$ cat config.mk
export PLATFORM = sky130hd
export DESIGN_NAME = dmwc_cfg_regs
export DESIGN_NICKNAME = d
export VERILOG_FILES = /design/src/design/dmwc_pkg.sv /design/src/design/dmwc_cfg_regs.sv
export SDC_FILE = /design/constraint.sdc
export NUM_CORES = 1
export LEC_CHECK = 0
export BUFFER_PORTS_ARGS = -buffer_cell sky130_fd_sc_hd__buf_2
export CAP_MARGIN = 20
export CORE_MARGIN = 10
export CORE_UTILIZATION = 40
export DETAILED_ROUTE_END_ITERATION = 8
export GPL_TIMING_DRIVEN = 0
export HOLD_SLACK_MARGIN = 0.08
export PLACE_DENSITY = 0.67
export SYNTH_ARGS = -nofsm -noshare
export SYNTH_HDL_FRONTEND = slang
export SYNTH_SLANG_ARGS = --single-unit
$ cat constraint.sdc
create_clock -name clk -period 1.5 [get_ports clk]
set_input_delay 0.225 -clock clk [delete_from_list [all_inputs] [get_ports clk]]
set_output_delay 0.225 -clock clk [all_outputs]
set_load 0.03 [all_outputs]
$ cat src/design/dmwc_pkg.sv
// Shared types and constants for the direct-mapped write-back cache.
// No dependencies; imported by every module of the block.
package dmwc_pkg;

	localparam int NUM_LINES_DEF    = 256;
	localparam int BLOCK_WORDS_DEF  = 16;
	localparam int MEMORY_WORDS_DEF = 262144;
	localparam int WORD_BITS_DEF    = 32;

	localparam int ADDR_W    = 18;
	localparam int DATA_W    = 32;
	localparam int LAT_W     = 16;
	localparam int TIME_W    = 32;
	localparam int CFG_IDX_W = 8;

	localparam logic [CFG_IDX_W-1:0] REG_CACHE_RD_LAT = 8'd0;
	localparam logic [CFG_IDX_W-1:0] REG_CACHE_WR_LAT = 8'd1;
	localparam logic [CFG_IDX_W-1:0] REG_MEM_RD_LAT   = 8'd2;
	localparam logic [CFG_IDX_W-1:0] REG_MEM_WR_LAT   = 8'd3;

	localparam logic [LAT_W-1:0] CACHE_RD_LAT_RST = 16'd1;
	localparam logic [LAT_W-1:0] CACHE_WR_LAT_RST = 16'd1;
	localparam logic [LAT_W-1:0] MEM_RD_LAT_RST   = 16'd100;
	localparam logic [LAT_W-1:0] MEM_WR_LAT_RST   = 16'd100;

	localparam logic CMD_READ  = 1'b0;
	localparam logic CMD_WRITE = 1'b1;

	typedef struct packed {
		logic [LAT_W-1:0] cache_rd;
		logic [LAT_W-1:0] cache_wr;
		logic [LAT_W-1:0] mem_rd;
		logic [LAT_W-1:0] mem_wr;
	} lat_t;

	typedef struct packed {
		logic rd_en;
		logic wr_en;
	} bmem_ctl_t;

endpackage

$ cat src/design/dmwc_cfg_regs.sv
// Latency configuration registers of the write-back cache.
// Depends on dmwc_pkg.
module dmwc_cfg_regs import dmwc_pkg::*; (
	input  logic                 clk,
	input  logic                 arst_n,
	input  logic                 cfg_valid,
	output logic                 cfg_ready,
	input  logic [CFG_IDX_W-1:0] cfg_index,
	input  logic [LAT_W-1:0]     cfg_data,
	output lat_t                 lat
);

	lat_t lat_q;

	assign cfg_ready = 1'b1;
	assign lat       = lat_q;

	always_ff @(posedge clk or negedge arst_n) begin
		if (!arst_n) begin
			lat_q.cache_rd <= CACHE_RD_LAT_RST;
			lat_q.cache_wr <= CACHE_WR_LAT_RST;
			lat_q.mem_rd   <= MEM_RD_LAT_RST;
			lat_q.mem_wr   <= MEM_WR_LAT_RST;
		end else if (cfg_valid && cfg_ready) begin
			case (cfg_index)
				REG_CACHE_RD_LAT: lat_q.cache_rd <= cfg_data;
				REG_CACHE_WR_LAT: lat_q.cache_wr <= cfg_data;
				REG_MEM_RD_LAT:   lat_q.mem_rd   <= cfg_data;
				REG_MEM_WR_LAT:   lat_q.mem_wr   <= cfg_data;
				default:          lat_q          <= lat_q;
			endcase
		end
	end

endmodule

==> metrics.md <==
| Metric | Value |
|---|---|
| Startpoint of the most critical hold path | `cfg_data[7]` |
| Total routing resource utilization after global routing | `between 10 and 15%` |
| Remaining Overflow, GRT | `0` |
| Max_slew headroom | `between 40% and 50%` |
| Net count of the mapped netlist | `between 150 and 200` |
| Largest driver fanout on the critical path | `10` |
| Required time worst endpoint | `about 1.7 ns` |
| Die Y | `99.0 um` |
| X dimension of the die | `around 99 um` |
| Fin Clk Skew | `0 ns` |
| Setup repair after global routing missed its margin | `no` |
| Clock insertion delay at the later pin of the skew report | `roughly 0.32 ns` |
| Residual DRC | `0` |
| Worst Setup Path Type | `primary input to register` |
| H-tree levels | `3` |
| Seq cells post-synth | `64` |
| Post-synthesis simple-gate area fraction | `between 3 and 4%` |
| Via total after detailed routing | `1530` |
| Type of the worst min-delay path | `primary input to register` |
| Number of slew-limit violations in the final report | `0` |
| Die ar. | `between 9000 and 10000 um2` |
| Maximum cell stage delay along the critical path | `0.36 ns` |
| Fraction of layout cells with a size suffix above 1 | `~76%` |
| Relative area change from synthesis to final layout | `31.2%` |
| Cell area power density | `roughly 1200 nW/um2` |
| Leading cell types by count after synthesis | `sky130_fd_sc_hd__mux2_2 (63), sky130_fd_sc_hd__dfrtp_1 (56), sky130_fd_sc_hd__dfstp_2 (8), sky130_fd_sc_hd__buf_6 (5), sky130_fd_sc_hd__buf_4 (2)` |
| Starting density of the core | `around two fifths` |
| Maximum clock insertion buffer count | `2` |
| Number of flip-flops in the largest register | `64` |
| Number of nets still failing antenna checks after routing | `0` |
| Total clock buffers created by CTS | `9` |
| Average wire length per cell after detail routing | `about 18 um` |
| Library cells used by synthesis | `13` |
| Buffer and inverter count on the worst path | `3` |
| TritonCTS clock tree | `built` |
| Worst VDD drop | `about 0.00073 V` |
| Most common cell type on the critical path | `sky130_fd_sc_hd__buf_6` |
| Number of setup violations in the final report | `0` |
| DRC violation total after the first TritonRoute iteration | `17` |
| Slew at the pin closest to its max-slew limit | `0.800 ns` |
| Crit-path slowest cell | `sky130_fd_sc_hd__nor4b_4` |
| Worst hold slack after final layout | `between 0.15 and 0.2 ns` |
| Crit. Startpoint | `cfg_index[2]` |
| Share of the yosys chip area belonging to registers | `roughly 65%` |
| Yosys warning total | `0` |
| Number of nets in the layout | `271` |
| Placer Congestion | `0.665` |
| First-pass GRT wire length | `~9300 um` |
| Sinks on the clock net | `64` |
| Post-synthesis share of cell area spent on xor and xnor gates | `0%` |
| Mux contribution to synthesized area | `slightly below 30%` |
| Post-synthesis cell area | `about 2500 um2` |
| Pre-Repair DR Iteration Count | `3` |
| Startpoint of the lowest-slack register-to-register path | `lat[43]$_DFFE_PN0P_` |
| Fill cell instance count of the final layout | `a little over 500` |
| Highest Clock Rate | `700 MHz` |
| Ordered cell list for the critical path | `buf_2, nor4b_4, and4bb_2, buf_6, buf_6, mux2_2` |
| Critical path capture point type | `register` |
| Total routed wirelength | `5810 um` |
| Fraction of the mapped netlist area in compound gates | `0%` |
| Multi-input combinational cell area | `just over 800 um2` |
| Library cell used as clock root buffer | `sky130_fd_sc_hd__clkbuf_8` |
| Leakage power summed over all cells | `1.88 nW` |
| Adder-cell area share of the yosys netlist | `0%` |
| Gate family responsible for the most delay along the worst path | `simple AND/OR/NAND/NOR gates` |
| Tot Pwr | `~3.9 mW` |
| Synth area leaders | `sky130_fd_sc_hd__dfrtp_1 (56%), sky130_fd_sc_hd__mux2_2 (28%), sky130_fd_sc_hd__dfstp_2 (8.4%), sky130_fd_sc_hd__buf_6 (2.3%), sky130_fd_sc_hd__nor4b_4 (0.95%)` |
| Share of async-settable or async-resettable flops after synthesis | `100%` |
| Most common cell in the synthesized netlist | `sky130_fd_sc_hd__mux2_2` |
| Max-cap check violation count | `0` |
| Largest net degree at the start of global routing | `65` |
| Vias in the first global route | `approximately 1700` |
| Core footprint | `5990 um2` |
| Reg area | `1610 um2` |
| Number of diodes added for antenna fixing | `0` |
| Crit path time final | `roughly 1.4 ns` |
| Post-synth top area cell | `sky130_fd_sc_hd__dfrtp_1` |
| Kind of launch point of the worst setup path | `primary input` |
| Area fraction of the dominant cell type after synthesis | `a little under three fifths` |
| Mean Syn Cell Area | `17.6 um2` |
| Vias/cell | `~4.7` |
| Port Buf Inserts | `90` |
| Part of the cycle the worst path needs | `between 90% and 100%` |
| Run status | `complete, no violations` |
| Dominant combinational cell family by area after synthesis | `multiplexers` |
| Fin. Hold Viols | `0` |
| Post-CTS setup buffers | `0` |
| Cells after Synth | `approximately 140` |
| Initial antenna violation count | `0` |
| Most frequently used flop master after synthesis | `sky130_fd_sc_hd__dfrtp_1` |
| CP arrival | `1.65 ns` |
| Count of flip-flops with a built-in enable after synthesis | `0` |
| Register clock-pin slew on the reported worst setup and hold paths | `around 0.070 ns` |
| IO Count | `92` |
| Standard-cell row count | `28` |
[power breakdown]
group / internal [mW] / switching, mW / total [mW]
Clock: 0.948 / 0.615 / 1.56
Sequential: 1.82 / 0.0380 / 1.85
Combinational: 0.151 / 0.297 / 0.448
Total: 2.91 / 0.950 / 3.86
[final timing paths]
check	endpoint	slack, ns	cells after the start
min in group asynchronous	lat[30]$_DFFE_PN0P_	0.53	2
setup reg to reg	lat[43]$_DFFE_PN0P_	0.74	1
hold / removal	lat[23]$_DFFE_PN0P_	0.16	2
setup / recovery	lat[52]$_DFFE_PN0P_	0.07	6
max in group asynchronous	lat[19]$_DFFE_PN0P_	0.44	2
hold reg to reg	lat[11]$_DFFE_PN0P_	0.50	1
[per-stage QoR]
step / instances / cell area, um2 / worst slack, ns / utilization [%] / TNS [ns]
6_report: 324 / 3270 / 0.0710 / 54.7 / 0
5_1_grt: 324 / 3270 / 0.0141 / 54.7 / 0
4_1_cts: 324 / 3270 / 0.0636 / 54.7 / 0
3_5_place_dp: 307 / 3050 / -0.290 / 50.9 / -11.35
3_3_place_gp: 307 / 3040 / -0.270 / 50.8 / -11.43
2_1_floorplan: 142 / 2500 / -0.0172 / - / -0.323
[cells by family (layout without fill, tap and decap cells)]
family | after synthesis | after routing
AND/OR/NAND/NOR | 6 | 6
flip-flops | 64 | 64
buffers and inverters | 7 | 114
other | 1 | 1
multiplexers | 64 | 64
[repair_timing]
item / in CTS / in global routing
gates resized for setup: 0 / 0
hold buffers: 1 / 0
hold endpoints to repair: 56 / 0
[area by class of cell]
type	instances	area share [%]
flip-flops and latches	64	49.2
multi-input cells	71	24.8
repair buffers	91	14.1
clock buffers	14	5.58
well taps	75	2.87
plain buffers	7	2.29
clock inverters	2	1.07
[layout by cell type (no fill, tap or decap), types with 2 or more instances in the layout]
master / instances
sky130_fd_sc_hd__dfstp_2: 8
sky130_fd_sc_hd__buf_4: 2
sky130_fd_sc_hd__dfrtp_1: 56
sky130_fd_sc_hd__mux2_2: 63
sky130_fd_sc_hd__buf_2: 89
sky130_fd_sc_hd__buf_6: 6
sky130_fd_sc_hd__clkbuf_8: 13
[per-layer routing]
metal / vias to the layer above / wire length, um / part of all wire (%) / global-route usage [%]
met2: 68 / 2680 / 46 / 18.7
met1: 750 / 2420 / 42 / 13.5
li1: 710 / - / - / -
met4: 0 / 17 / 0.29 / 3.31
met5: - / 0 / 0 / 0
met3: 2 / 692 / 12 / 7.89
(Power assumes the default switching activity.)
